==> src/hdl/drlfe_pkg.sv <==
`timescale 1ns / 1ps
// Shared types and constants of the delta run-length frame encoder.
// Used by the front, queue, back and top-level modules; depends on nothing.
package drlfe_pkg;

    // operation codes
    localparam logic [1:0] OP_RECORD    = 2'd0;
    localparam logic [1:0] OP_END_FLUSH = 2'd1;

    // configuration register byte addresses
    localparam logic [1:0] ADDR_CAPACITY = 2'd0;
    localparam logic [15:0] CAPACITY_RESET = 16'd4096;
    localparam logic [17:0] CAPACITY_MARGIN = 18'd17;

    localparam int QUEUE_DEPTH = 2;

    // byte slots of one record, in stream order
    localparam int NUM_SLOTS = 11;
    localparam logic [3:0] SLOT_HDR     = 4'd0;
    localparam logic [3:0] SLOT_FLAGS   = 4'd1;
    localparam logic [3:0] SLOT_BUTTONS = 4'd2;
    localparam logic [3:0] SLOT_STEER   = 4'd3;
    localparam logic [3:0] SLOT_PEDALS  = 4'd4;
    localparam logic [3:0] SLOT_FINE_LO = 4'd5;
    localparam logic [3:0] SLOT_FINE_HI = 4'd6;
    localparam logic [3:0] SLOT_RUN3    = 4'd7;
    localparam logic [3:0] SLOT_RUN2    = 4'd8;
    localparam logic [3:0] SLOT_RUN1    = 4'd9;
    localparam logic [3:0] SLOT_RUN0    = 4'd10;

    localparam logic [30:0] RUN_MAX = 31'h7FFF_FFFF;

    // one record to be serialized
    typedef struct packed {
        logic [7:0]           header;
        logic [7:0]           flags;
        logic [7:0]           buttons;
        logic [7:0]           steer;
        logic [7:0]           pedals;
        logic [15:0]          fine;
        logic [30:0]          run;
        logic [15:0]          pos;
        logic                 full;
        logic [31:0]          frames;
        logic [NUM_SLOTS-1:0] mask;
    } t_rec;

endpackage

==> src/hdl/drlfe_front.sv <==
`timescale 1ns / 1ps
// Front end: compares each frame with the last one, tracks the repeat run,
// write position and stop state, and builds record descriptors. Uses drlfe_pkg.
module drlfe_front (
    input  logic              i_clk,
    input  logic              i_rst_n,
    input  logic              i_accept,
    input  logic [1:0]        i_operation,
    input  logic [7:0]        i_frame_flags,
    input  logic [7:0]        i_frame_buttons,
    input  logic [7:0]        i_frame_steer,
    input  logic [7:0]        i_throttle_level,
    input  logic [3:0]        i_brake_level,
    input  logic [15:0]       i_wheel_fine,
    input  logic [15:0]       i_capacity,
    output logic              o_enq,
    output drlfe_pkg::t_rec   o_rec
);

    logic [3:0]  r_last_hdr;
    logic [7:0]  r_last_flags;
    logic [7:0]  r_last_buttons;
    logic [7:0]  r_last_steer;
    logic [7:0]  r_last_pedals;
    logic [15:0] r_last_fine;
    logic [30:0] r_run;
    logic        r_pending;
    logic [15:0] r_wr_pos;
    logic        r_stopped;
    logic [31:0] r_total;

    logic [7:0]  pedals;
    logic        fine_chg;
    logic [3:0]  chg;
    logic        is_rec;
    logic        rec_flush;
    logic        end_flush;
    logic        long_run;
    logic        has_fine;
    logic [3:0]  n_len;
    logic [16:0] n_pos;
    logic        cap_hit;

    always_comb begin
        pedals   = i_throttle_level | {i_brake_level, 4'b0000};
        fine_chg = i_frame_flags[7] && (!r_last_flags[7] || (i_wheel_fine != r_last_fine));
        chg      = {(pedals != r_last_pedals) || fine_chg,
                    i_frame_steer != r_last_steer,
                    i_frame_buttons != r_last_buttons,
                    i_frame_flags != r_last_flags};
        is_rec    = (i_operation == drlfe_pkg::OP_RECORD);
        rec_flush = is_rec && !r_stopped && r_pending && (chg != 4'd0);
        end_flush = (i_operation == drlfe_pkg::OP_END_FLUSH) && !r_stopped && r_pending;
        long_run  = (r_run[30:3] != 28'd0);
        has_fine  = r_last_hdr[3] && r_last_flags[7];

        o_rec.header  = {long_run, r_last_hdr, r_run[2:0]};
        o_rec.flags   = r_last_flags;
        o_rec.buttons = r_last_buttons;
        o_rec.steer   = r_last_steer;
        o_rec.pedals  = r_last_pedals;
        o_rec.fine    = r_last_fine;
        o_rec.run     = r_run;
        o_rec.pos     = r_wr_pos;
        o_rec.frames  = is_rec ? (r_total + 32'd1) : r_total;
        o_rec.mask    = '0;
        o_rec.mask[drlfe_pkg::SLOT_HDR]     = 1'b1;
        o_rec.mask[drlfe_pkg::SLOT_FLAGS]   = r_last_hdr[0];
        o_rec.mask[drlfe_pkg::SLOT_BUTTONS] = r_last_hdr[1];
        o_rec.mask[drlfe_pkg::SLOT_STEER]   = r_last_hdr[2];
        o_rec.mask[drlfe_pkg::SLOT_PEDALS]  = r_last_hdr[3];
        o_rec.mask[drlfe_pkg::SLOT_FINE_LO] = has_fine;
        o_rec.mask[drlfe_pkg::SLOT_FINE_HI] = has_fine;
        o_rec.mask[drlfe_pkg::SLOT_RUN3]    = (r_run >= 31'h0100_0000);
        o_rec.mask[drlfe_pkg::SLOT_RUN2]    = (r_run >= 31'h0002_0000);
        o_rec.mask[drlfe_pkg::SLOT_RUN1]    = (r_run >= 31'h0000_0400);
        o_rec.mask[drlfe_pkg::SLOT_RUN0]    = long_run;

        n_len   = 4'($countones(o_rec.mask));
        n_pos   = {1'b0, r_wr_pos} + {13'd0, n_len};
        // stop once the unwrapped write position comes within the margin
        cap_hit = ({1'b0, n_pos} + drlfe_pkg::CAPACITY_MARGIN) >= {2'b00, i_capacity};
        o_rec.full = is_rec ? cap_hit : 1'b1;
        o_enq      = i_accept && (rec_flush || end_flush);
    end

    always_ff @(posedge i_clk) begin
        if (!i_rst_n) begin
            r_last_hdr     <= 4'd0;
            r_last_flags   <= 8'd0;
            r_last_buttons <= 8'd0;
            r_last_steer   <= 8'd0;
            r_last_pedals  <= 8'd0;
            r_last_fine    <= 16'd0;
            r_run          <= drlfe_pkg::RUN_MAX;
            r_pending      <= 1'b0;
            r_wr_pos       <= 16'd0;
            r_stopped      <= 1'b0;
            r_total        <= 32'd0;
        end else if (i_accept) begin
            if (!is_rec) begin
                r_stopped <= 1'b1;
                if (end_flush) begin
                    r_wr_pos <= n_pos[15:0];
                end
            end else if (!r_stopped) begin
                r_total <= r_total + 32'd1;
                if (r_pending && (chg == 4'd0)) begin
                    // repeat: extend the run, saturating
                    if (r_run != drlfe_pkg::RUN_MAX) begin
                        r_run <= r_run + 31'd1;
                    end
                end else begin
                    if (r_pending) begin
                        r_wr_pos  <= n_pos[15:0];
                        r_stopped <= cap_hit;
                    end
                    r_last_hdr     <= r_pending ? chg : 4'hF;
                    r_last_flags   <= i_frame_flags;
                    r_last_buttons <= i_frame_buttons;
                    r_last_steer   <= i_frame_steer;
                    r_last_pedals  <= pedals;
                    r_last_fine    <= i_wheel_fine;
                    r_run          <= 31'd0;
                    r_pending      <= 1'b1;
                end
            end
        end
    end

endmodule

==> src/hdl/drlfe_queue.sv <==
`timescale 1ns / 1ps
// Short queue of record descriptors between the front and back ends.
// Uses drlfe_pkg for the descriptor type.
module drlfe_queue #(
    parameter int DEPTH = drlfe_pkg::QUEUE_DEPTH
) (
    input  logic            i_clk,
    input  logic            i_rst_n,
    input  logic            i_wr,
    input  drlfe_pkg::t_rec i_rec,
    input  logic            i_rd,
    output logic            o_full,
    output logic            o_valid,
    output drlfe_pkg::t_rec o_rec
);

    localparam int PW = $clog2(DEPTH);
    localparam int CW = $clog2(DEPTH + 1);

    drlfe_pkg::t_rec r_mem [DEPTH];
    logic [PW-1:0]   r_wr_ptr;
    logic [PW-1:0]   r_rd_ptr;
    logic [CW-1:0]   r_cnt;

    always_comb begin
        o_full  = (r_cnt == CW'(DEPTH));
        o_valid = (r_cnt != '0);
        o_rec   = r_mem[r_rd_ptr];
    end

    always_ff @(posedge i_clk) begin
        if (i_wr) begin
            r_mem[r_wr_ptr] <= i_rec;
        end
    end

    always_ff @(posedge i_clk) begin
        if (!i_rst_n) begin
            r_wr_ptr <= '0;
            r_rd_ptr <= '0;
            r_cnt    <= '0;
        end else begin
            if (i_wr) begin
                r_wr_ptr <= (r_wr_ptr == PW'(DEPTH - 1)) ? '0 : r_wr_ptr + PW'(1);
            end
            if (i_rd) begin
                r_rd_ptr <= (r_rd_ptr == PW'(DEPTH - 1)) ? '0 : r_rd_ptr + PW'(1);
            end
            if (i_wr && !i_rd) begin
                r_cnt <= r_cnt + CW'(1);
            end else if (i_rd && !i_wr) begin
                r_cnt <= r_cnt - CW'(1);
            end
        end
    end

endmodule

==> src/hdl/drlfe_back.sv <==
`timescale 1ns / 1ps
// Back end: serializes one record descriptor into stream bytes, one per cycle while
// pop takes them, through a registered output stage. Uses drlfe_pkg.
module drlfe_back (
    input  logic            i_clk,
    input  logic            i_rst_n,
    input  logic            i_q_valid,
    input  drlfe_pkg::t_rec i_q_rec,
    output logic            o_q_rd,
    input  logic            i_pop,
    output logic            o_empty,
    output logic [7:0]      o_out_byte,
    output logic [15:0]     o_byte_offset,
    output logic            o_last_byte,
    output logic            o_stream_full,
    output logic [31:0]     o_frames_recorded
);

    drlfe_pkg::t_rec                r_rec;
    logic [drlfe_pkg::NUM_SLOTS-1:0] r_left;
    logic [3:0]                     r_cnt;
    logic                           r_ov;
    logic [7:0]                     r_byte;
    logic [15:0]                    r_offset;
    logic                           r_last;
    logic                           r_full;
    logic [31:0]                    r_frames;

    logic [3:0]                     slot;
    logic [drlfe_pkg::NUM_SLOTS-1:0] low_bit;
    logic                           is_last;
    logic                           adv;
    logic                           load;
    logic                           out_xfer;
    logic [7:0]                     cur_byte;

    always_comb begin
        slot = drlfe_pkg::SLOT_HDR;
        for (int i = drlfe_pkg::NUM_SLOTS - 1; i >= 0; i--) begin
            if (r_left[i]) begin
                slot = 4'(i);
            end
        end
        low_bit = r_left & (~r_left + {{(drlfe_pkg::NUM_SLOTS - 1){1'b0}}, 1'b1});
        is_last = ((r_left & ~low_bit) == '0);

        case (slot)
            drlfe_pkg::SLOT_HDR:     cur_byte = r_rec.header;
            drlfe_pkg::SLOT_FLAGS:   cur_byte = r_rec.flags;
            drlfe_pkg::SLOT_BUTTONS: cur_byte = r_rec.buttons;
            drlfe_pkg::SLOT_STEER:   cur_byte = r_rec.steer;
            drlfe_pkg::SLOT_PEDALS:  cur_byte = r_rec.pedals;
            drlfe_pkg::SLOT_FINE_LO: cur_byte = r_rec.fine[7:0];
            drlfe_pkg::SLOT_FINE_HI: cur_byte = r_rec.fine[15:8];
            drlfe_pkg::SLOT_RUN3:    cur_byte = {4'hE, r_rec.run[30:27]};
            // prefix bits mark the first byte of a three or two byte count
            drlfe_pkg::SLOT_RUN2:    cur_byte = r_rec.mask[drlfe_pkg::SLOT_RUN3] ?
                                                r_rec.run[26:19] :
                                                {2'b11, r_rec.run[24:19]};
            drlfe_pkg::SLOT_RUN1:    cur_byte = r_rec.mask[drlfe_pkg::SLOT_RUN2] ?
                                                r_rec.run[18:11] :
                                                {1'b1, r_rec.run[17:11]};
            drlfe_pkg::SLOT_RUN0:    cur_byte = r_rec.run[10:3];
            default:                 cur_byte = 8'h00;
        endcase

        out_xfer = i_pop && r_ov;
        adv      = (r_left != '0) && (!r_ov || out_xfer);
        load     = i_q_valid && ((r_left == '0) || (adv && is_last));
        o_q_rd   = load;

        o_empty           = !r_ov;
        o_out_byte        = r_byte;
        o_byte_offset     = r_offset;
        o_last_byte       = r_last;
        o_stream_full     = r_full;
        o_frames_recorded = r_frames;
    end

    always_ff @(posedge i_clk) begin
        if (load) begin
            r_rec <= i_q_rec;
        end
        if (adv) begin
            r_byte   <= cur_byte;
            r_offset <= r_rec.pos + {12'd0, r_cnt};
            r_last   <= is_last;
            r_full   <= r_rec.full;
            r_frames <= r_rec.frames;
        end
    end

    always_ff @(posedge i_clk) begin
        if (!i_rst_n) begin
            r_left <= '0;
            r_cnt  <= 4'd0;
            r_ov   <= 1'b0;
        end else begin
            if (load) begin
                r_left <= i_q_rec.mask;
                r_cnt  <= 4'd0;
            end else if (adv) begin
                r_left <= r_left & ~low_bit;
                r_cnt  <= r_cnt + 4'd1;
            end
            if (adv) begin
                r_ov <= 1'b1;
            end else if (out_xfer) begin
                r_ov <= 1'b0;
            end
        end
    end

endmodule

==> src/hdl/delta_run_length_frame_encoder.sv <==
`timescale 1ns / 1ps
// Delta run-length frame encoder, top level: config port, front, queue, back.
// A flushed record passes through the descriptor queue, the back end's record register and its output register.
// Throughput: one frame per cycle while the descriptor queue has room; the byte
// serializer drains one byte per cycle while pop takes them; a record holds up to 11 bytes.
// Reset: synchronous, active low; clears state at once, no clearing pass.
module delta_run_length_frame_encoder #(
    parameter int QUEUE_DEPTH = drlfe_pkg::QUEUE_DEPTH
) (
    input  logic        i_clk,
    input  logic        i_rst_n,
    input  logic        push,
    output logic        full,
    input  logic [1:0]  i_operation,
    input  logic [7:0]  i_frame_flags,
    input  logic [7:0]  i_frame_buttons,
    input  logic [7:0]  i_frame_steer,
    input  logic [7:0]  i_throttle_level,
    input  logic [3:0]  i_brake_level,
    input  logic [15:0] i_wheel_fine,
    output logic        empty,
    input  logic        pop,
    output logic [7:0]  o_out_byte,
    output logic [15:0] o_byte_offset,
    output logic        o_last_byte,
    output logic        o_stream_full,
    output logic [31:0] o_frames_recorded,
    input  logic        psel,
    input  logic        penable,
    input  logic        pwrite,
    input  logic [1:0]  paddr,
    input  logic [31:0] pwdata,
    output logic [31:0] prdata,
    output logic        pready
);

    logic [15:0]     r_capacity;
    logic            cfg_wr;
    logic            accept;
    logic            enq;
    logic            q_full;
    logic            q_valid;
    logic            q_rd;
    drlfe_pkg::t_rec enq_rec;
    drlfe_pkg::t_rec q_rec;

    always_comb begin
        pready = 1'b1;
        cfg_wr = psel && penable && pwrite && (paddr == drlfe_pkg::ADDR_CAPACITY);
        prdata = (paddr == drlfe_pkg::ADDR_CAPACITY) ? {16'd0, r_capacity} : 32'd0;
        full   = q_full;
        accept = push && !q_full;
    end

    always_ff @(posedge i_clk) begin
        if (!i_rst_n) begin
            r_capacity <= drlfe_pkg::CAPACITY_RESET;
        end else if (cfg_wr) begin
            r_capacity <= pwdata[15:0];
        end
    end

    drlfe_front u_front (
        .i_clk            (i_clk),
        .i_rst_n          (i_rst_n),
        .i_accept         (accept),
        .i_operation      (i_operation),
        .i_frame_flags    (i_frame_flags),
        .i_frame_buttons  (i_frame_buttons),
        .i_frame_steer    (i_frame_steer),
        .i_throttle_level (i_throttle_level),
        .i_brake_level    (i_brake_level),
        .i_wheel_fine     (i_wheel_fine),
        .i_capacity       (r_capacity),
        .o_enq            (enq),
        .o_rec            (enq_rec)
    );

    drlfe_queue #(
        .DEPTH (QUEUE_DEPTH)
    ) u_queue (
        .i_clk   (i_clk),
        .i_rst_n (i_rst_n),
        .i_wr    (enq),
        .i_rec   (enq_rec),
        .i_rd    (q_rd),
        .o_full  (q_full),
        .o_valid (q_valid),
        .o_rec   (q_rec)
    );

    drlfe_back u_back (
        .i_clk             (i_clk),
        .i_rst_n           (i_rst_n),
        .i_q_valid         (q_valid),
        .i_q_rec           (q_rec),
        .o_q_rd            (q_rd),
        .i_pop             (pop),
        .o_empty           (empty),
        .o_out_byte        (o_out_byte),
        .o_byte_offset     (o_byte_offset),
        .o_last_byte       (o_last_byte),
        .o_stream_full     (o_stream_full),
        .o_frames_recorded (o_frames_recorded)
    );

endmodule

==> config.mk <==
export PLATFORM = sky130hd
export DESIGN_NAME = delta_run_length_frame_encoder
export DESIGN_NICKNAME = d
export VERILOG_FILES = /design/src/hdl/drlfe_pkg.sv /design/src/hdl/drlfe_front.sv /design/src/hdl/drlfe_queue.sv /design/src/hdl/drlfe_back.sv /design/src/hdl/delta_run_length_frame_encoder.sv
export SDC_FILE = /design/constraint.sdc
export NUM_CORES = 1
export LEC_CHECK = 0
export ABC_AREA = 1
export CELL_PAD_IN_SITES_DETAIL_PLACEMENT = 1
export CELL_PAD_IN_SITES_GLOBAL_PLACEMENT = 2
export CORE_MARGIN = 8
export CORE_UTILIZATION = 41
export CTS_BUF_LIST = sky130_fd_sc_hd__clkbuf_8 sky130_fd_sc_hd__clkbuf_16
export DETAILED_ROUTE_END_ITERATION = 7
export DONT_BUFFER_PORTS = 1
export GPL_TIMING_DRIVEN = 1
export PLACE_DENSITY_LB_ADDON = 0.1
export SYNTH_ARGS = -nofsm -noshare
export SYNTH_HDL_FRONTEND = slang
export SYNTH_SLANG_ARGS = --single-unit
==> constraint.sdc <==
create_clock -name i_clk -period 12.15 [get_ports i_clk]
set_input_delay 2.43 -clock i_clk [delete_from_list [all_inputs] [get_ports i_clk]]
set_output_delay 2.43 -clock i_clk [all_outputs]
set_load 0.05 [all_outputs]
Word level (Yosys, flattened, before mapping)

Memory sizes are Yosys's and may differ from the RTL's. A register that Yosys moved wholly into a read port is not among the register bits.
Index checks and enable logic that the tools add are counted.

Word-level logic and storage cells: 180
Input bits: 95
Register bits after elaboration: 372
Bits in writable memories: 292
Memories kept: 1

Reduce and logical (&&, ||, !) cells: 49
Order comparisons: 4
Multiplexer cells: 41
Eq/ne operators: 22
Bitwise gates (word level): 8
Add/sub/neg operators: 21

Memories:

| memory        | depth | bits a word | rd ports | clocked after Yosys merged registers in | write ports | line              | text |
|---|---|---|---|---|---|---|---|
| u_queue.r_mem | 2     | 146         | 1        | 1                                       | 1           | drlfe_queue.sv:20 | `drlfe_pkg::t_rec r_mem [DEPTH];` |

Operators with widths:

| operator              | count |
|---|---|
| $mux 16               | 6 |
| $pmux 8 s11           | 1 |
| $mux 31               | 2 |
| $mux 4                | 12 |
| $add 32x1->32 const B | 1 |
| $mux 32               | 1 |
| $ne 8x8->1            | 4 |
| $add 31x1->31 const B | 1 |
| $ge 31x11->1 const B  | 1 |
| $ge 31x18->1 const B  | 1 |
| $ge 31x25->1 const B  | 1 |
| $ne 31x31->1 const B  | 1 |
| $reduce_bool 28->1    | 1 |
| $and 11x11->11        | 2 |
| $logic_not 11->1      | 2 |
| $mux 11               | 2 |
| $not 11->11           | 2 |
| $logic_and 1x1->1     | 19 |
| $add 17x5->18 const B | 1 |
| $ge 18x16->1          | 1 |
| $add 16x4->17         | 1 |
| $add 16x4->16         | 1 |
| $add 4x4->4           | 4 |
| $eq 4x3->1 const B    | 4 |
| other kinds (32)      | 73 |

Depth between registers and ports, before layout

Gate-level depths: netlist of the first run.

Depth after elaboration: 13
Gate-level depth with buffers: 37
Gate-level depth less buffers: 37

Modules after synthesis

A second synthesis of the first run with hierarchy kept.

Cell total of the unflattened synthesis: 2735
Area, all modules: 29497.0 µm²

By module, submodules not included:

| module                         | times used | sequential area each (µm²) | area each (µm²) | cells an instance |
|---|---|---|---|---|
| drlfe_queue                    | 1          | 8928.6                     | 10885.4         | 492 |
| drlfe_front                    | 1          | 2662.6                     | 9361.5          | 1446 |
| drlfe_back                     | 1          | 6115.9                     | 8242.9          | 635 |
| delta_run_length_frame_encoder | 1          | 320.3                      | 1007.2          | 162 |

Worst setup path before layout of the first run

Ideal clock, no wire load.

Path type: in2reg
Start point: input port i_operation[1]
End point: memory u_queue.r_mem[0][100] (netlist bit), enable pin
Cell stages on the path: 8
Path buffers: 1
Slack: 1.456 ns
Arrival time: 10.015 ns
Setup time: 0.679 ns
Data required time: 11.471 ns
Path through: nor2_1 > inv_2 > nor2_1 > nand2_1 > inv_2 > nand3_2 > buf_2 > a21oi_1

Longest elaborated chain between the ends: 8
Elaborated cells on any way between the ends: 11
Classes of those cells: eq/ne: 1; mux: 2; reduce/logical: 8

Ends and longest elaborated chain:

| element                        | line                                 | text |
|---|---|---|
| start, declared                | delta_run_length_frame_encoder.sv:14 | `input logic [1:0] i_operation,` |
| $logic_not 2->1                | drlfe_front.sv:51                    | `is_rec = (i_operation == drlfe_pkg::OP_RECORD);` |
| $logic_and 1x1->1 (3 in a row) | drlfe_front.sv:52                    | `rec_flush = is_rec && !r_stopped && r_pending && (chg != 4'd0);` |
| $logic_or 1x1->1 *             | drlfe_front.sv:84                    | `o_enq = i_accept && (rec_flush \|\| end_flush);` |
| $logic_and 1x1->1 *            | drlfe_front.sv:84                    |  |
| $mux 1 *                       | drlfe_queue.sv:32                    | `if (i_wr) begin` |
| $mux 1 (implied by the code) * | drlfe_queue.sv:33                    | `r_mem[r_wr_ptr] <= i_rec;` |
| end, declared                  | drlfe_queue.sv:20                    |  |

Every way passes the cells marked *; elsewhere a longest branch is shown, timed or not.

==> results.cfg, run 1 <==
[synthesis]
post_synth_fa_ha_maj_area_fraction_pct = 2.20
syn-instance-count = 2810
yosys_warnings = 0
share_of_the_synthesized_area_in_compound_gates_ao_oa_aoi_oai_pct = 4.99
post_synth_instance_area_mm2 = 0.0278
synth_async_sr_flop_share_pct = 0
most_used_standard_cell_by_instance_count_after_synthesis = sky130_fd_sc_hd__nand2_1
synth_edf_count = 467
ys_ff_latch = 637
simple_gate_share_of_the_synthesized_area_pct = 21.0
synth_largest_area_cell = sky130_fd_sc_hd__edfxtp_1
yosysTopAreaCellShare_pct = 50.5
commonest_cells_post_synth = 806 x sky130_fd_sc_hd__nand2_1, 467 x sky130_fd_sc_hd__edfxtp_1, 300 x sky130_fd_sc_hd__nor2_1, 226 x sky130_fd_sc_hd__inv_1, 170 x sky130_fd_sc_hd__dfxtp_1
ys_top_cells_by_area = sky130_fd_sc_hd__edfxtp_1 51%, sky130_fd_sc_hd__dfxtp_1 12%, sky130_fd_sc_hd__nand2_1 11%
synth.yosys.seq_area_share_pct = 62.8
avgSynthCellArea_um2 = 9.88
ys_dominant_reg_cell = sky130_fd_sc_hd__edfxtp_1
synthMuxAreaShare_pct = 0
synth.lib_cells_used.distinct = 48
synthXorXnorAreaFrac_pct = 3.79
dominant_combinational_cell_family_by_area_after_synthesis = simple AND/OR/NAND/NOR gates

[clocking]
cts.repair.resized = 0
clk_pin_slew_worst_paths_ps = 60
cts_max_path_buffers = 3
insertion_delay_ps = 630
clock_sink_count = 637
clock-root-buffer = sky130_fd_sc_hd__clkbuf_16
cts_post_setup_buffers_inserted = 0
clock_tree_from_tritoncts = built
htree_num_levels = 3
cts_buffers = 72
holdBufCountCts = 0

[worst_setup_path]
rrSetupSlack_ps = 5040
largest_stage_delay_on_the_critical_path_ps = 560
critPathSlowestCell = sky130_fd_sc_hd__fa_1
worstReg2RegStart = u_front.r_run[24]
cp_max_fo = 7
timing.critical_path.to = u_queue.r_mem[1][42]
sort_of_element_at_the_start_of_the_critical_path = flop
worstReg2RegEnd = u_queue.r_mem[1][42]
end_kind = flop
path_common_cell = sky130_fd_sc_hd__nand2_1
timing.critical_path.from = u_front.r_run[24]
worst-endpoint-required_ps = 12460
worst-r2r-cell-count = 31
setup.worst_path.class = flop to flop
worst_ep_arrival_time_ps = 7420

[floorplanning]
floorplan.initialDensity_pct = 41.3
area_of_the_core_mm2 = 0.0672
die-area_mm2 = 0.0763
core.rowCount = 95
floorplan.io_pins = 188
fp.dieH_um = 276
die_x_um = 276

[place]
dp_slack_ps = 4910
gp_routability_congestion = 0.826
hpwl_mm = 50.0
post_dp_cell_area_mm2 = 0.0285
io_buffers = 0

[grt]
grt_remaining_overflow = 0
first_global_vias = 19900
grt.total_usage_pct = 19.0
antenna_found_initial = 0
grt_first_pass_wirelength_mm = 115
largest_net_degree_at_the_start_of_global_routing = 137

[finish]
post_route_cell_area_mm2 = 0.0309
fillers = 7443
layout-area-overhead-vs-synth_pct = 11.2
nets = 2941
layout_cell_share_with_drive_strength_beyond_1_pct = 6.19
num_antenna_cells = 0
core_occupancy_in_the_finished_layout_pct = 46.0

[outcome]
result_of_the_run = completed

[drt]
wl_per_cell_um = 19.8
firstDrtPassIters = 5
drt_drc = 0
final_antenna_net_count = 0
initialDrtViolationCount = 916
routed-via-count = 19000
route.final.wire_length_mm = 74.0
route.detailed.vias_per_inst = 5.09

[min_path]
holdCritPathClass = flop to flop
worst_hold_startpoint = u_back.r_rec[22]

[sta]
achievable-frequency_mhz = 141
final_max_slew_viol_count = 0
unrepaired_setup_endpoints_after_global_routing = no
worst_margin_pin_slew_ps = 1130
skew_ps = 29.3
setup_violations = 0
slew_headroom_pct = 24.6
timing.final.crit_period_ps = 7110
totalNegativeSetupSlack_ps = 0
setup_ws_ps = 5040
timing.hold.ws_ps = 419
period_share_pct = 58.6
finalHoldViolCount = 0

[power]
pwr_per_cell_area_mw_per_mm2 = 229
ir_worst_vdd_mv = 0.200
leakage_nw = 12.4

[run]
max_capacitance_violation_count = 0
[layout make-up]
class	count	area, um^2	area share, %
Clock buffer	78	1880	6.11
Tap cell	873	1090	3.54
Multi-Input combinational cell	1839	8960	29.1
Timing Repair Buffer	16	120	0.389
Inverter	236	896	2.90
Sequential cell	637	17400	56.5
Clock inverter	53	472	1.53
[cell usage in the layout, fill, tap and decap left out, drive strengths merged, types with 5 or more instances in the layout]
| cell type | count |
|---|---|
| a21oi | 88 |
| buf | 16 |
| bufinv | 5 |
| clkbuf | 78 |
| clkinv | 24 |
| conb | 17 |
| dfxtp | 170 |
| edfxtp | 467 |
| fa | 8 |
| ha | 36 |
| inv | 256 |
| nand2 | 813 |
| nand3 | 139 |
| nand3b | 10 |
| nand4 | 44 |
| nor2 | 316 |
| nor3 | 43 |
| nor4 | 12 |
| o211ai | 5 |
| o21ai | 156 |
| or2 | 10 |
| xnor2 | 35 |
| xor2 | 85 |
[worst min path at each step]
stage	cells past startpoint	end	slack, ps
finish	0	u_back.o_frames_recorded[11]	420
global route	0	u_back.o_frames_recorded[11]	430
CTS	0	u_back.o_frames_recorded[25]	420
detailed placement	0	u_back.o_frames_recorded[17]	410
global placement	0	u_back.o_frames_recorded[14]	400
floorplan	0	u_back.o_frames_recorded[0]	400
[sequential cells by signal, summed over array words and instances, names as in the netlist, 4 cells and up, named ones only]
signal / count
r_capacity: 16
u_front.r_wr_pos: 16
u_front.r_total: 32
u_back.o_byte_offset: 16
u_back.r_rec: 135
u_back.o_frames_recorded: 32
u_back.o_out_byte: 8
u_front.r_last_pedals: 8
u_front.r_run: 31
u_front.r_last_steer: 8
u_front.r_last_hdr: 4
u_back.r_cnt: 4
u_front.r_last_fine: 16
u_front.r_last_flags: 8
u_queue.r_mem: 274
u_back.r_left: 11
u_front.r_last_buttons: 8
[layer usage]
| layer | vias to the layer above | wire length (um) | GRT usage, % | part of all wire, % |
|---|---|---|---|---|
| li1 | 9260 | - | - | - |
| met2 | 257 | 37700 | 34.3 | 51 |
| met1 | 9369 | 31800 | 23.1 | 43 |
| met3 | 101 | 2820 | 3.33 | 3.8 |
| met5 | - | 0 | 0 | 0 |
| met4 | 0 | 1770 | 5.59 | 2.4 |
[critical path, delay by kind of cell (launching register included)]
kind	cells	cell delay, ps
fa+ha+maj	8	2950
flops	1	460
xor+xnor	2	380
compound gates	2	290
buf+inv	5	350
simple gates	14	2360
[metrics by stage]
stage	power [mW]	cells
2_1_floorplan	4.43	2825
3_3_place_gp	4.96	3601
3_5_place_dp	5.01	3601
4_1_cts	7.19	3732
5_1_grt	7.46	3732
6_report	7.08	3732
[kinds of logic (layout without fill, tap and decap cells)]
logic type	count (synthesis)	after routing
simple gates	1392	1392
compound gates	266	266
flops	637	637
fa+ha+maj	44	44
buf+inv	349	383
other cells	2	17
xor+xnor	120	120
[power breakdown]
part / switching (mW) / internal (mW) / leakage, nW / total, mW
clock network: 0.909 / 1.24 / 1.20 / 2.15
logic: 1.14 / 0.364 / 5.53 / 1.51
registers: 0.577 / 2.85 / 5.68 / 3.43
Note: power is estimated with default switching activity, not from simulation.
==> run 2: changes to the inputs <==
Clock period 12.15 ns to 7 ns, I/O delays scaled along.
==> results.cfg, run 2 (synthesis gave the netlist of run 1 again) <==
[outcome]
result_of_the_run = completed

[drt]
initialDrtViolationCount = 931
firstDrtPassIters = 5
route.final.wire_length_mm = 74.8
wl_per_cell_um = 19.9
routed-via-count = 19200
final_antenna_net_count = 0
route.detailed.vias_per_inst = 5.10
drt_drc = 0

[floorplanning]
floorplan.io_pins = 188
fp.dieH_um = 276
area_of_the_core_mm2 = 0.0672
die_x_um = 276
die-area_mm2 = 0.0763
core.rowCount = 95
floorplan.initialDensity_pct = 41.3

[sta]
totalNegativeSetupSlack_ps = 0
skew_ps = 22.4
slew_headroom_pct = 21.3
timing.final.crit_period_ps = 6400
setup_violations = 0
period_share_pct = 91.4
final_max_slew_viol_count = 0
finalHoldViolCount = 0
unrepaired_setup_endpoints_after_global_routing = no
worst_margin_pin_slew_ps = 1180
achievable-frequency_mhz = 156

[place]
post_dp_cell_area_mm2 = 0.0287
gp_routability_congestion = 0.850
place_inst = 3617
io_buffers = 0
hpwl_mm = 51.3

[finish]
nets = 2960
finish.cell_count_without_fillers = 3756
largest_registers = u_queue.r_mem x274, u_back.r_rec x135
core_occupancy_in_the_finished_layout_pct = 46.3
layout-area-overhead-vs-synth_pct = 12.0
post_route_cell_area_mm2 = 0.0311
registers.top_by_ff_count = u_queue.r_mem
largest_register_ffs = 274
layout_cell_share_with_drive_strength_beyond_1_pct = 7.01
layout.cells.most_common = sky130_fd_sc_hd__nand2_1
commonest_cells_after_routing_fill_and_taps_aside = 805 x sky130_fd_sc_hd__nand2_1, 467 x sky130_fd_sc_hd__edfxtp_1, 299 x sky130_fd_sc_hd__nor2_1

[clocking]
insertion_delay_ps = 610
clock_sink_count = 637
clock_tree_from_tritoncts = built
cts_buffers = 73
clock-root-buffer = sky130_fd_sc_hd__clkbuf_16
htree_num_levels = 3
clk_pin_slew_worst_paths_ps = 60
cts_max_path_buffers = 3

[grt]
antenna_found_initial = 4
grt_remaining_overflow = 0
first_global_vias = 20300
largest_net_degree_at_the_start_of_global_routing = 137
grt.total_usage_pct = 19.3
grt_first_pass_wirelength_mm = 117

[worst_setup_path]
timing.critical_path.from = u_front.r_run[27]
largest_stage_delay_on_the_critical_path_ps = 520
rrSetupSlack_ps = 600
timing.critical_path.to = u_queue.r_mem[1][42]
worstReg2RegStart = u_front.r_run[27]
setup.worst_path.class = flop to flop
worstReg2RegEnd = u_queue.r_mem[1][42]
cp_max_fo = 7
critPathSlowestCell = sky130_fd_sc_hd__fa_1
end_kind = flop
path_common_cell = sky130_fd_sc_hd__nand2_1
worst_ep_arrival_time_ps = 6710
worst-r2r-cell-count = 33
sort_of_element_at_the_start_of_the_critical_path = flop
worst-endpoint-required_ps = 7320

[min_path]
holdCritPathClass = flop to flop

[power]
leakage_nw = 12.6
finalPower_mw = 12.3
pwr_per_cell_area_mw_per_mm2 = 396
ir_worst_vdd_mv = 0.254

[run]
max_capacitance_violation_count = 0
-- run 2: cell types whose count changed in the layout (fill, tap and decap cells not counted), moves of 2 or more --
cell,before,now
sky130_fd_sc_hd__buf_4,16,29
sky130_fd_sc_hd__buf_12,0,5
sky130_fd_sc_hd__clkinv_2,11,15
sky130_fd_sc_hd__clkbuf_16,72,75
sky130_fd_sc_hd__clkinvlp_4,4,1
sky130_fd_sc_hd__inv_1,240,243
sky130_fd_sc_hd__clkbuf_8,6,8
sky130_fd_sc_hd__clkinv_1,10,8
sky130_fd_sc_hd__clkinv_16,2,0
sky130_fd_sc_hd__diode_2,0,2
-- run 2: power by group --
| part | switching, mW | internal [mW] |
|---|---|---|
| logic | 2.03 | 0.643 |
| registers | 0.986 | 4.94 |
| clock network | 1.55 | 2.19 |
| total | 4.56 | 7.77 |
-- run 2: worst min path at each step --
| stage | cells after the start | start | slack, ps | to |
|---|---|---|---|---|
| after floorplan | 0 | u_back.r_rec[11] | 400 | u_back.o_frames_recorded[0] |
| after global placement | 0 | u_back.r_rec[39] | 410 | u_back.o_frames_recorded[28] |
| after detailed placement | 0 | u_back.r_rec[32] | 410 | u_back.o_frames_recorded[21] |
| after CTS | 0 | u_back.r_rec[32] | 420 | u_back.o_frames_recorded[21] |
| after global routing | 0 | u_back.r_rec[32] | 420 | u_back.o_frames_recorded[21] |
| final | 0 | u_back.r_rec[14] | 420 | u_back.o_frames_recorded[3] |
-- run 2: repair_timing --
action | CTS | global route
resized for setup | 0 | 5
hold buffers | 0 | 0
setup buffers | 0 | 2
endpoints found under the setup margin | 0 | 3
-- run 2: worst max-delay path, delay by kind of cell, from the launching register on --
kind                       cells  cell delay [ps]
buffers and inverters          7              620
adders and majority gates      8             2990
and+or+nand+nor               14             1440
AOI/OAI and AO/OA              3              460
xor gates and xnor gates       1              140
DFF                            1              460
-- run 2: layout make-up --
| class | count | area (um^2) |
|---|---|---|
| Clock inverter | 52 | 379 |
| Tap cell | 873 | 1090 |
| Antenna cell | 2 | 5.00 |
| Fill cell | 7426 | 36100 |
| Inverter | 236 | 896 |
| Clock buffer | 83 | 1990 |
| Sequential cell | 637 | 17400 |
| Timing Repair Buffer | 34 | 318 |
| Multi-Input combinational cell | 1839 | 8990 |
-- run 2: through the flow --
step | worst slack [ps] | hold slack [ps]
5_1_grt | 71.4 | 424
3_3_place_gp | 239 | 406
3_5_place_dp | 113 | 406
4_1_cts | 95.9 | 421
6_report | 603 | 419
2_1_floorplan | 158 | 400
-- run 2: routing by layer --
metal,routed length [um],share of wire [%],global-route usage [%]
met5,24,0.032,0
met4,1800,2.4,5.84
met3,2460,3.3,3.09
met2,38200,51,34.9
met1,32400,43,23.6
==> run 3: changes to the inputs <==
--- a/config.mk
+++ b/config.mk
@@ -10,3 +10,3 @@
 export CELL_PAD_IN_SITES_GLOBAL_PLACEMENT = 2
-export CORE_MARGIN = 8
+export CORE_MARGIN = 5
 export CORE_UTILIZATION = 41
==> constraint.sdc (replaced) <==
create_clock -name i_clk -period 7 [get_ports i_clk]
set_input_delay 0.7 -clock i_clk [delete_from_list [all_inputs] [get_ports i_clk]]
set_output_delay 0.7 -clock i_clk [all_outputs]
set_load 0.05 [all_outputs]
==> results.cfg, run 3 (synthesis gave the netlist of run 1 again) <==
[outcome]
result_of_the_run = completed

[sta]
worst_margin_pin_slew_ps = 1200
period_share_pct = 92.6
final_max_slew_viol_count = 0
setup_ws_ps = 517
timing.hold.ws_ps = 240
unrepaired_setup_endpoints_after_global_routing = no
finalHoldViolCount = 0
setup_violations = 0
slew_headroom_pct = 20.0
skew_ps = 21.7
totalNegativeSetupSlack_ps = 0
achievable-frequency_mhz = 154
timing.final.crit_period_ps = 6480

[finish]
core_occupancy_in_the_finished_layout_pct = 46.3
layout-area-overhead-vs-synth_pct = 12.0
largest_register_ffs = 274
post_route_cell_area_mm2 = 0.0311
layout.cells.most_common = sky130_fd_sc_hd__nand2_1
commonest_cells_after_routing_fill_and_taps_aside = 806 x sky130_fd_sc_hd__nand2_1, 467 x sky130_fd_sc_hd__edfxtp_1, 299 x sky130_fd_sc_hd__nor2_1
num_antenna_cells = 0
largest_registers = u_queue.r_mem x274, u_back.r_rec x135
layout_cell_share_with_drive_strength_beyond_1_pct = 6.64
registers.top_by_ff_count = u_queue.r_mem
finish.cell_count_without_fillers = 3748
nets = 2955

[place]
place_inst = 3615
hpwl_mm = 50.3
gp_routability_congestion = 0.791
dp_slack_ps = 291
post_dp_cell_area_mm2 = 0.0287
io_buffers = 0

[clocking]
clock-root-buffer = sky130_fd_sc_hd__clkbuf_16
clk_pin_slew_worst_paths_ps = 60
cts_buffers = 72
htree_num_levels = 3
clock_tree_from_tritoncts = built
insertion_delay_ps = 620
cts_max_path_buffers = 3
holdBufCountCts = 0
clock_sink_count = 637

[drt]
wl_per_cell_um = 19.9
firstDrtPassIters = 5
drt_drc = 0
initialDrtViolationCount = 965
route.final.wire_length_mm = 74.5
final_antenna_net_count = 0
routed-via-count = 19100
route.detailed.vias_per_inst = 5.09

[worst_setup_path]
critPathSlowestCell = sky130_fd_sc_hd__fa_1
rrSetupSlack_ps = 520
path_common_cell = sky130_fd_sc_hd__nand2_1
cp_max_fo = 8
worst_ep_arrival_time_ps = 6820
worst-endpoint-required_ps = 7330
largest_stage_delay_on_the_critical_path_ps = 530
setup.worst_path.class = flop to flop
end_kind = flop
sort_of_element_at_the_start_of_the_critical_path = flop

[power]
ir_worst_vdd_mv = 0.321
pwr_per_cell_area_mw_per_mm2 = 398
leakage_nw = 12.5
finalPower_mw = 12.4

[grt]
grt.total_usage_pct = 20.2
grt_remaining_overflow = 0
antenna_found_initial = 3
largest_net_degree_at_the_start_of_global_routing = 137
grt_first_pass_wirelength_mm = 117
first_global_vias = 20400

[floorplanning]
area_of_the_core_mm2 = 0.0672
floorplan.io_pins = 188
die-area_mm2 = 0.0730
core.rowCount = 95
die_x_um = 270
floorplan.initialDensity_pct = 41.3
fp.dieH_um = 270

[min_path]
holdCritPathClass = input port to flop

[run]
max_capacitance_violation_count = 0
[run 3: final timing paths]
check	startpoint	cells after the start	endpoint
setup / recovery	u_front.r_run[24]	32	u_queue.r_mem[0][42]
hold / removal	i_rst_n	2	u_front.r_last_pedals[6]
setup reg to reg	u_front.r_run[24]	32	u_queue.r_mem[0][42]
hold reg to reg	u_back.r_rec[24]	0	u_back.o_frames_recorded[13]
[run 3: critical path: cells and delay by family, from the launching register on]
kind,cells,cell delay (ps)
adder cells (fa/ha/maj),8,2990
AND/OR/NAND/NOR,12,1470
buffers and inverters,6,580
AO/OA/AOI/OAI,4,510
flip-flops,1,330
XOR/XNOR,2,320
[run 3: power breakdown]
part	total (mW)	internal [mW]	switching, mW	leakage, nW
Clock	3.76	2.24	1.52	1.24
Sequential	5.93	4.95	0.988	5.68
Combinational	2.68	0.649	2.03	5.63
[run 3: area by class of cell]
type / instances / area (um^2)
well taps: 873 / 1090
flip-flops and latches: 637 / 17400
inverters: 236 / 896
multi-input cells: 1839 / 9000
clock inverters: 48 / 387
repair buffers: 30 / 275
fillers: 7411 / 36100
clock buffers: 85 / 2010
[run 3: routing by layer]
layer / GRT usage [%] / up-vias / share of wire [%]
met5: 0 / - / 0.038
met3: 3.22 / 106 / 3.2
met2: 36.7 / 242 / 51
met1: 24.9 / 9427 / 43
li1: - / 9306 / -
met4: 6.08 / 4 / 2.7
[run 3: repair_timing]
| action | in CTS | in global routing |
|---|---|---|
| setup endpoints to repair | 0 | 3 |
| buffers inserted | 0 | 0 |
| resized for setup | 0 | 5 |
